$ cat src/hdl/sio_frm_pkg.sv
package sio_frm_pkg;

    localparam int MAX_FRAME = 1024;

    localparam int LEN_W   = 11;
    localparam int INDEX_W = 10;
    localparam int BYTE_W  = 8;

    localparam logic [BYTE_W-1:0] REPLY_ACK  = 8'h41;
    localparam logic [BYTE_W-1:0] REPLY_NACK = 8'h4e;

    typedef enum logic [1:0] {
        ST_OK       = 2'd0,
        ST_MISMATCH = 2'd1,
        ST_LINE     = 2'd2
    } frame_status_t;

    typedef enum logic {
        REQ_BYTE = 1'b0,
        REQ_LINE = 1'b1
    } req_type_t;

    typedef struct packed {
        logic               req_type;
        logic [BYTE_W-1:0]  rx_byte;
        logic [LEN_W-1:0]   frame_length;
        logic               cmd_level;
        logic               expected_level;
    } sio_frm_req_t;

    typedef struct packed {
        logic                frame_done;
        logic [1:0]          frame_status;
        logic [BYTE_W-1:0]   reply_byte;
        logic                data_valid;
        logic [INDEX_W-1:0]  data_index;
        logic [BYTE_W-1:0]   data_byte;
    } sio_frm_result_t;

endpackage

$ cat src/hdl/sio_frm_core.sv
module sio_frm_core (
    input  logic                        clk,
    input  logic                        rst_n,
    input  logic                        take,
    input  sio_frm_pkg::sio_frm_req_t   item,
    output sio_frm_pkg::sio_frm_result_t result
);
    import sio_frm_pkg::*;

    localparam logic [LEN_W-1:0] MAX_LEN = LEN_W'(MAX_FRAME);

    logic [LEN_W-1:0]  byte_count_reg, byte_count_next;
    logic [BYTE_W-1:0] sum_reg, sum_next;
    logic [LEN_W-1:0]  length_reg, length_next;
    logic [LEN_W-1:0]  length_cur;
    logic [BYTE_W:0]   sum_wide;

    // first byte of a frame sees the fresh length, capped
    always_comb
    begin
        if (byte_count_reg == '0)
        begin
            length_cur = (item.frame_length > MAX_LEN) ? MAX_LEN : item.frame_length;
        end
        else
        begin
            length_cur = length_reg;
        end
    end

    assign sum_wide = {1'b0, sum_reg} + {1'b0, item.rx_byte};

    always_comb
    begin
        byte_count_next = byte_count_reg;
        sum_next        = sum_reg;
        length_next     = length_reg;
        result          = '0;
        if (item.req_type == REQ_LINE)
        begin
            if (item.cmd_level != item.expected_level)
            begin
                result.frame_done   = 1'b1;
                result.frame_status = ST_LINE;
                result.reply_byte   = REPLY_NACK;
                byte_count_next     = '0;
                sum_next            = '0;
            end
        end
        else
        begin
            if (byte_count_reg == '0)
            begin
                length_next = length_cur;
            end
            if (byte_count_reg >= length_cur)
            begin
                result.frame_done = 1'b1;
                if (item.rx_byte == sum_reg)
                begin
                    result.frame_status = ST_OK;
                    result.reply_byte   = REPLY_ACK;
                end
                else
                begin
                    result.frame_status = ST_MISMATCH;
                    result.reply_byte   = REPLY_NACK;
                end
                byte_count_next = '0;
                sum_next        = '0;
            end
            else
            begin
                // end-around carry folds bit 8 back into bit 0
                sum_next          = sum_wide[BYTE_W-1:0] + BYTE_W'(sum_wide[BYTE_W]);
                result.data_valid = 1'b1;
                result.data_index = byte_count_reg[INDEX_W-1:0];
                result.data_byte  = item.rx_byte;
                byte_count_next   = byte_count_reg + LEN_W'(1);
            end
        end
    end

    always_ff @(posedge clk or negedge rst_n)
    begin
        if (!rst_n)
        begin
            byte_count_reg <= '0;
            sum_reg        <= '0;
            length_reg     <= '0;
        end
        else if (take)
        begin
            byte_count_reg <= byte_count_next;
            sum_reg        <= sum_next;
            length_reg     <= length_next;
        end
    end

endmodule

$ cat config.mk
export PLATFORM = sky130hd
export DESIGN_NAME = sio_frm_core
export DESIGN_NICKNAME = d
export VERILOG_FILES = /design/src/hdl/sio_frm_pkg.sv /design/src/hdl/sio_frm_core.sv
export SDC_FILE = /design/constraint.sdc
export NUM_CORES = 1
export LEC_CHECK = 0
export ABC_CLOCK_PERIOD_IN_PS = 3700
export BUFFER_PORTS_ARGS = -buffer_cell sky130_fd_sc_hd__buf_4
export CELL_PAD_IN_SITES_DETAIL_PLACEMENT = 1
export CELL_PAD_IN_SITES_GLOBAL_PLACEMENT = 2
export CORE_MARGIN = 2
export CORE_UTILIZATION = 28
export CTS_CLUSTER_DIAMETER = 120
export DETAILED_ROUTE_END_ITERATION = 7
export GPL_ROUTABILITY_DRIVEN = 0
export HOLD_SLACK_MARGIN = 0.05
export PLACE_DENSITY_LB_ADDON = 0.12
export SETUP_SLACK_MARGIN = 0.5
export SLEW_MARGIN = 20
export SYNTH_ARGS = -nofsm -noshare
export SYNTH_HDL_FRONTEND = slang
export SYNTH_SLANG_ARGS = --single-unit
$ cat constraint.sdc
create_clock -name clk -period 3.7 [get_ports clk]
set_input_delay 0.37 -clock clk [delete_from_list [all_inputs] [get_ports clk]]
set_output_delay 0.37 -clock clk [all_outputs]
set_load 0.01 [all_outputs]
Word level (Yosys, flattened, before mapping)
Cells that the tools add are included.
{"block": "op_classes", "addsub": 3, "mul": 0, "div_mod_pow": 0, "magnitude_cmp": 2, "eq_ne": 3, "shifts": 0, "mux": 14, "bitwise": 1, "n_reduce_logical": 3}
{"op": "2-to-1 mux 11 bit", "count": 8}
{"op": "2-to-1 mux 19 bit", "count": 2}
{"op": "2-to-1 mux 8 bit", "count": 3}
{"op": "adder 11 x 1 -> 11 bit, second input constant", "count": 1}
{"op": "greater-or-equal comparator 11 bit", "count": 1}
{"op": "> comparator 11 bit, second input constant", "count": 1}
{"op": "zero test 11 bit", "count": 1}
{"op": "adder 8 x 8 -> 9 bit", "count": 1}
{"op": "2-to-1 mux 9 bit", "count": 1}
{"op": "adder 8 x 1 -> 8 bit", "count": 1}
{"op": "== test 8 bit", "count": 1}
{"op": "AND reduction 3 bit", "count": 1}
{"op": "inequality test 2 x 1 -> 1 bit, second input constant", "count": 1}
{"op": "AND reduction 2 bit", "count": 1}
{"op": "inequality test 1 bit", "count": 1}
{"op": "NOT 1 bit", "count": 1}
{"block": "word_totals", "register_bits": 30, "latchBits": 0, "ram_bits": 0, "rom_bits": 0, "inputBits": 25, "out_inout_bits": 30, "word_cells": 29, "n_memories": 0}

Logic depth before layout (Yosys ltp)
Gate-level depths: netlist of the first run.
{"block": "depth", "word_depth": 6, "depth_mapped": 15, "depth_no_buf": 12}

Worst setup path before layout of the first run
No wires, ideal clock.
{"block": "synth_path", "path_type": "register to output", "startpoint": "register byte_count_reg[6]", "endpoint": "output result[21] in the netlist's numbering", "arrival_time_ns": 3.702, "t_required_ns": 3.330, "slack_ns": -0.372, "stages_incl_launch_ff": 16, "path_buffers": 3, "cell_sequence": "dfrtp_1 > or4_1 > nor3_2 > nand4_1 > clkbuf_1 > nor2_1 > a21oi_1 > ha_1 > nand3_1 > or4_1 > o21ai_0 > buf_2 > nor2_1 > nor3_1 > nand2b_1 > buf_4"}
{"item": "start: declaration", "line_no": "sio_frm_core.sv:12", "text": "logic [LEN_W-1:0] byte_count_reg, byte_count_next;"}
{"item": "start signal: assignment", "line_no": "sio_frm_core.sv:94", "text": "byte_count_reg <= byte_count_next;"}
{"item": "end: declaration", "line_no": "sio_frm_core.sv:6", "text": "output sio_frm_pkg::sio_frm_result_t result"}

==> results of run 1 <==
## where the power goes
part | total (mW) | switching [mW] | internal [mW] | leakage [nW]
Clock | 0.292 | 0.143 | 0.150 | 0.0472
Combinational | 1.21 | 0.649 | 0.563 | 1.16
Sequential | 0.501 | 0.0694 | 0.431 | 0.400
## synthesized netlist by cell type (2+ instances only)
master,number
sky130_fd_sc_hd__nor4_1,11
sky130_fd_sc_hd__nor3_1,5
sky130_fd_sc_hd__or2_2,2
sky130_fd_sc_hd__xor2_1,6
sky130_fd_sc_hd__buf_4,7
sky130_fd_sc_hd__and2_1,15
sky130_fd_sc_hd__xnor2_1,4
sky130_fd_sc_hd__a21o_1,3
sky130_fd_sc_hd__inv_1,9
sky130_fd_sc_hd__a22o_1,4
sky130_fd_sc_hd__o2111ai_1,2
sky130_fd_sc_hd__ha_1,23
sky130_fd_sc_hd__o21ai_0,32
sky130_fd_sc_hd__nand4_1,4
sky130_fd_sc_hd__and3_1,5
sky130_fd_sc_hd__or4_1,4
sky130_fd_sc_hd__mux2i_1,2
sky130_fd_sc_hd__nor2_1,18
sky130_fd_sc_hd__nand3_1,8
sky130_fd_sc_hd__dfrtp_1,30
sky130_fd_sc_hd__a211oi_1,2
sky130_fd_sc_hd__a21oi_1,18
sky130_fd_sc_hd__clkbuf_1,11
sky130_fd_sc_hd__nand2b_1,12
sky130_fd_sc_hd__nand2_1,29
sky130_fd_sc_hd__o21a_1,2
sky130_fd_sc_hd__o21bai_1,2
## layout make-up
type | count | share of cell area, %
sequential | 30 | 21.91
tap | 105 | 3.834
clock inverter | 2 | 0.3651
timing repair buffer | 84 | 21.36
clock buffer | 6 | 2.410
multi-input combinational | 228 | 49.14
inverter | 9 | 0.9858
## per-stage QoR
stage | utilization, % | power (mW)
final | 41.92 | 2.005
after global routing | 41.92 | 2.180
after CTS | 41.48 | 2.002
after detailed placement | 36.50 | 1.494
after global placement | 36.50 | 1.473
after floorplan | - | 1.220
## per-layer routing
layer  global-route usage, %  wire length (um)  up-vias
li1                        -                 -     1156
met5                       0                 0        -
met4                   4.643                79        0
met3                   2.819               309        7
met2                   30.24              3656       50
met1                   24.88              3753     1123
## worst max path at each step
stage,slack [ns],cells past startpoint,startpoint,end
2_1_floorplan,0.07,15,byte_count_reg[8],result[21]
3_3_place_gp,0.003,14,byte_count_reg[10],result[14]
3_5_place_dp,-0.07,14,byte_count_reg[10],result[15]
4_1_cts,-0.23,14,byte_count_reg[8],result[16]
5_1_grt,-0.41,14,byte_count_reg[8],result[16]
6_report,-0.25,14,byte_count_reg[8],result[16]
## cell families after synthesis
| logic type | share of synthesized area (%) |
|---|---|
| and+or+nand+nor | 26.31 |
| AOI/OAI and AO/OA | 17.19 |
| DFF | 31.83 |
| buffers and inverters | 5.782 |
| adders and majority gates | 13.05 |
| xor gates and xnor gates | 3.713 |
| muxes | 1.963 |
| other | 0.1590 |
## cells in the final DEF, fill, tap and decap left out, types with 5 or more instances in the layout
master | Yosys | layout
sky130_fd_sc_hd__and3_1 | 5 | 5
sky130_fd_sc_hd__nand2b_1 | 12 | 11
sky130_fd_sc_hd__nor2_1 | 18 | 16
sky130_fd_sc_hd__a21oi_1 | 18 | 15
sky130_fd_sc_hd__buf_4 | 7 | 55
sky130_fd_sc_hd__and2_4 | 0 | 13
sky130_fd_sc_hd__nor4_1 | 11 | 9
sky130_fd_sc_hd__ha_1 | 23 | 21
sky130_fd_sc_hd__nand3_1 | 8 | 6
sky130_fd_sc_hd__inv_1 | 9 | 9
sky130_fd_sc_hd__nand2_1 | 29 | 29
sky130_fd_sc_hd__xor2_1 | 6 | 6
sky130_fd_sc_hd__dfrtp_1 | 30 | 30
sky130_fd_sc_hd__buf_6 | 0 | 27
sky130_fd_sc_hd__o21ai_0 | 32 | 23
sky130_fd_sc_hd__clkbuf_8 | 0 | 6
## repair_timing
item	CTS	global route
hold endpoints to repair	30	0
buffers inserted	9	3
pin swaps	16	2
resized for setup	56	4
endpoints found under the setup margin	45	45
gates cloned	3	0
hold buffers	1	0
## critical path, delay by kind of cell (launching register included)
kind / cells / cell delay, ns
simple gates: 8 / 1.77
buf+inv: 3 / 0.52
flops: 1 / 0.39
fa+ha+maj: 1 / 0.32
compound gates: 2 / 0.29
==> flow_metrics.py, run 1 <==
metrics = {
    "run_status": {
        "status": "finished with violations",
        "failed_checks": "setup timing",
    },
    "synth": {
        "synth.area.top_cells": "sky130_fd_sc_hd__dfrtp_1 32%, sky130_fd_sc_hd__ha_1 12%, sky130_fd_sc_hd__o21ai_0 6.8%",
        "synth_area_mm2": 0.002359,
        "yosysSeqAreaShare_pct": 31.83,
        "post_synthesis_area_per_instance_um2": 8.275,
        "synth.largest_area_cell": "sky130_fd_sc_hd__dfrtp_1",
        "postSynthRegisterBits": 30,
        "synth.lib_cells_used.distinct": 42,
        "synth_edf_count": 0,
        "ys_dominant_reg_cell": "sky130_fd_sc_hd__dfrtp_1",
        "synthesis_warnings": 0,
        "post_synth_inst_count": 285,
        "asyncSetResetFlopFracSynth_pct": 100.0,
        "yosys.area.top_type_share_pct": 31.83,
    },
    "final_layout": {
        "area.sequential_um2": 750.7,
        "multiInputGateArea_mm2": 0.001684,
        "post_route_non_filler_standard_cell_count": 464,
        "areaGrowthSynthToFinish_pct": 45.31,
        "fill_cells": 993,
        "stdcell_area_mm2": 0.003427,
        "finish.net_count": 407,
        "n_antenna_cell": 0,
        "drive_gt1_share_pct": 36.77,
    },
    "cts": {
        "root_buffer_cell": "sky130_fd_sc_hd__clkbuf_8",
        "cts_made_buffers": 5,
        "cts.path.max_buffers": 2,
        "tritoncts": "yes",
        "numClockSinks": 30,
        "clk-insertion-delay-late_ns": 0.29,
        "clock_pin_slew_worst_setup_and_hold_paths_ns": 0.08,
        "cts_htree_levels": 2,
    },
    "setup_path": {
        "criticalPathCategory": "reg -> out",
        "timing.critical_path.slowest_stage_cell": "sky130_fd_sc_hd__or4_4",
        "crit_path_end_kind": "output pin",
        "reg2reg_from": "byte_count_reg[8]",
        "reg2reg_setup_slack_ns": 0.02,
        "regToRegEndpoint": "byte_count_reg[10]",
        "critPathRequiredTime_ns": 3.33,
        "timing.critical_path.arrival_ns": 3.58,
        "crit_path_start_kind": "flip-flop",
        "worstPathMaxFanout": 11,
        "critical-path-max-stage-delay_ns": 0.54,
        "rr_worst_depth": 16,
        "crit_path_cell_trace": "or4_4, nor3_2, nand4_1, buf_4, nor2_1, a21oi_1, ha_2, nor2_1, or4_4, o21ai_4, nor3_4, buf_6, and2_1, buf_6",
    },
    "timing": {
        "worst_slew_pin_slew_ns": 0.7688,
        "timing.final.max_slew_violations": 0,
        "report.final.hold_viol_count": 0,
        "max_freq_mhz": 253.1,
        "totalNegativeSetupSlack_ns": -5.094,
        "finalSetupViolCount": 26,
        "final_min_period_over_clock_period_pct": 106.8,
        "rsz_0062_raised_after_global_routing": "yes",
        "timing.max_slew.rel_slack_pct": 48.62,
        "final.min_clock_period_ns": 3.951,
        "final.setup.worst_slack_ns": -0.2508,
        "finalClockSkew_ns": 0.01028,
        "fin_worst_hold_slack_ns": 0.3751,
    },
    "global_route": {
        "largest_net_degree_at_the_start_of_global_routing": 31,
        "grt_util_all_layers_pct": 18.28,
        "initial_antenna_violation_count": 0,
        "grt_first_pass_wirelength_um": 12660,
        "first_global_vias": 2462,
        "globalRouteOverflowTotal": 0,
    },
    "detailed_routing": {
        "totalWireLength_um": 7798,
        "route.antenna.remaining_nets": 0,
        "drtPass1Iterations": 4,
        "detail_route.drc_violations": 0,
        "via_count": 2336,
        "detail_route.vias_per_cell": 5.034,
        "first_iter_violations": 65,
        "drt-wirelength-per-cell_um": 16.81,
    },
    "floorplanning": {
        "floorplan.die_area_mm2": 0.009174,
        "horizontal_extent_of_the_die_um": 95.78,
        "row_count": 33,
        "die_h_um": 95.78,
        "coreArea_mm2": 0.008175,
        "floorplan.initialDensity_pct": 28.85,
        "io-pin-count": 55,
    },
    "power_and_ir_drop": {
        "peakVddDrop_uv": 182.7,
        "cellLeakagePower_nw": 1.604,
        "p_per_area_mw_per_mm2": 585.1,
    },
    "placement": {
        "post-place-cells": 440,
        "pre_cts_slack_ns": -0.07444,
        "placed_cell_area_mm2": 0.002984,
        "count_of_input_and_output_buffers": 51,
        "total_half_perimeter_wirelength_after_legalization_and_detailed_placement_um": 5496,
    },
    "worst_hold_path": {
        "worstHoldPathCells": 3,
        "hold_path.startpoint": "item[9]",
        "holdPathEnd": "length_reg[7]",
        "hold_path_class": "in -> reg",
    },
    "run": {
        "max-cap-violations": 0,
    },
}
Power figures use the tool's default switching activity.
==> run 2: changes to the inputs <==
Settings changed: CTS_CLUSTER_DIAMETER 120 to 40, REMOVE_ABC_BUFFERS set to 1.
==> flow_metrics.py, run 2 (synthesis results as in run 1) <==
metrics = {
    "timing": {
        "rsz_0062_raised_after_global_routing": "yes",
        "worst_slew_pin_slew_ns": 0.8148,
        "final_min_period_over_clock_period_pct": 111.3,
        "fin_worst_hold_slack_ns": 0.3935,
        "final.min_clock_period_ns": 4.117,
        "final.setup.worst_slack_ns": -0.4174,
        "max_freq_mhz": 242.9,
        "finalClockSkew_ns": 0.007616,
        "timing.max_slew.rel_slack_pct": 45.55,
        "totalNegativeSetupSlack_ns": -9.487,
        "timing.final.max_slew_violations": 0,
        "report.final.hold_viol_count": 0,
        "finalSetupViolCount": 33,
    },
    "setup_path": {
        "critical-path-top-cell-by-count": "sky130_fd_sc_hd__buf_4",
        "timing.critical_path.arrival_ns": 3.75,
        "worstPathMaxFanout": 3,
        "criticalPathCategory": "reg -> out",
        "crit_path_end_kind": "output pin",
        "critPathRequiredTime_ns": 3.33,
        "crit_path_cell_trace": "or4_4, nor3_2, nand4_1, buf_4, nor3b_4, a21oi_1, ha_1, nand3_2, or4_4, o21ai_4, nor2_1, buf_4, nor4_4, buf_4, buf_6",
        "critical-path-max-stage-delay_ns": 0.55,
        "crit_path_start_kind": "flip-flop",
        "timing.critical_path.slowest_stage_cell": "sky130_fd_sc_hd__or4_4",
    },
    "detailed_routing": {
        "detail_route.drc_violations": 0,
        "drtPass1Iterations": 4,
        "totalWireLength_um": 7691,
        "route.antenna.remaining_nets": 0,
        "via_count": 2361,
        "drt-wirelength-per-cell_um": 15.99,
        "detail_route.vias_per_cell": 4.909,
        "first_iter_violations": 76,
    },
    "global_route": {
        "global_route.usage.met3_pct": 2.662,
        "grt_util_all_layers_pct": 17.29,
        "globalRouteOverflowTotal": 0,
        "grt.met2_usage_pct": 28.96,
        "initial_antenna_violation_count": 0,
        "global_route.peak_usage_layer": "met2",
        "first_global_vias": 2356,
        "global_route.usage.met1_pct": 23.48,
        "largest_net_degree_at_the_start_of_global_routing": 31,
        "grt_first_pass_wirelength_um": 12130,
    },
    "final_layout": {
        "fill_cells": 948,
        "areaGrowthSynthToFinish_pct": 54.80,
        "mostFrequentLayoutCells": "65 x sky130_fd_sc_hd__buf_4, 34 x sky130_fd_sc_hd__buf_6, 30 x sky130_fd_sc_hd__dfrtp_1",
        "n_antenna_cell": 0,
        "area.sequential_um2": 750.7,
        "fin_util_pct": 44.66,
        "mostFrequentLayoutCell": "sky130_fd_sc_hd__buf_4",
        "multiInputGateArea_mm2": 0.001744,
        "stdcell_area_mm2": 0.003651,
        "finish.net_count": 424,
        "drive_gt1_share_pct": 42.29,
    },
    "power_and_ir_drop": {
        "p_int_mw": 1.273,
        "p_sw_share_pct": 41.44,
        "p_per_area_mw_per_mm2": 595.6,
        "power.share.combinational_pct": 64.1,
        "peakVddDrop_uv": 204.8,
        "power_switching_mw": 0.9012,
        "cellLeakagePower_nw": 1.727,
        "seq_power_share_pct": 22.7,
        "power_mw": 2.175,
        "clockPowerShare_pct": 13.3,
    },
    "placement": {
        "count_of_input_and_output_buffers": 51,
        "total_half_perimeter_wirelength_after_legalization_and_detailed_placement_um": 5508,
        "placed_cell_area_mm2": 0.003038,
    },
    "cts": {
        "cts_made_buffers": 5,
        "clock_pin_slew_worst_setup_and_hold_paths_ns": 0.07,
        "clk-insertion-delay-late_ns": 0.29,
        "cts.path.max_buffers": 2,
        "root_buffer_cell": "sky130_fd_sc_hd__clkbuf_8",
        "tritoncts": "yes",
        "cts_htree_levels": 2,
        "numClockSinks": 30,
    },
    "run_status": {
        "failed_checks": "setup timing",
        "status": "finished with violations",
    },
    "floorplanning": {
        "io-pin-count": 55,
        "coreArea_mm2": 0.008175,
        "floorplan.die_area_mm2": 0.009174,
        "die_h_um": 95.78,
        "horizontal_extent_of_the_die_um": 95.78,
        "row_count": 33,
        "floorplan.initialDensity_pct": 28.85,
    },
    "worst_hold_path": {
        "hold_path_class": "in -> reg",
    },
    "run": {
        "max-cap-violations": 0,
    },
}
[run 2: cell type report]
type	instances	area share, %
clock buffers	6	2.262
clock inverters	2	0.3427
inverters	9	0.9253
multi-input cells	228	47.77
flip-flops and latches	30	20.56
well taps	105	3.598
repair buffers	101	24.54
[run 2: worst max-delay path: cells and delay by family (launching register included)]
kind | cells | cell delay, ns
compound gates | 2 | 0.24
fa+ha+maj | 1 | 0.32
buf+inv | 4 | 0.61
flops | 1 | 0.38
simple gates | 8 | 1.92
[run 2: routing by layer]
layer  vias to the layer above  wire (um)  part of all wire [%]
li1                       1188          -                     -
met2                        41       3668                    48
met5                         -          0                     0
met1                      1126       3720                    48
met4                         0         68                  0.88
met3                         6        234                   3.0
[run 2: worst paths after layout]
kind	start	end	slack (ns)	cells past startpoint
worst max-delay path	byte_count_reg[6]	result[19]	-0.42	15
min in group asynchronous	rst_n	length_reg[3]	0.58	2
worst min-delay path	item[8]	length_reg[6]	0.39	3
max in group asynchronous	rst_n	byte_count_reg[2]	2.82	2
worst min register to register	length_reg[7]	length_reg[7]	0.49	2
worst max register to register	byte_count_reg[6]	byte_count_reg[7]	-0.09	19
[run 2: what timing repair did]
| action | CTS | global route |
|---|---|---|
| hold buffers | 1 | 0 |
| setup endpoints to repair | 45 | 45 |
| buffers inserted | 9 | 4 |
| gates resized for setup | 57 | 59 |
| hold endpoints to repair | 30 | 0 |
| gates cloned | 1 | 1 |
| pin swaps | 7 | 22 |
[run 2: through the flow]
stage,setup WS (ns),cells
floorplan,-1.128,267
global placement,-0.2062,457
detailed placement,-0.3291,457
CTS,-0.4437,476
global route,-0.6269,481
finish,-0.4174,481
[run 2: power groups by stage]
stage	Sequential (mW)	Combinational (mW)	Clock, mW
2_1_floorplan	0.485	0.621	0
3_3_place_gp	0.496	1.03	0
3_5_place_dp	0.494	1.05	0
4_1_cts	0.493	1.26	0.296
5_1_grt	0.505	1.53	0.309
6_report	0.493	1.39	0.288
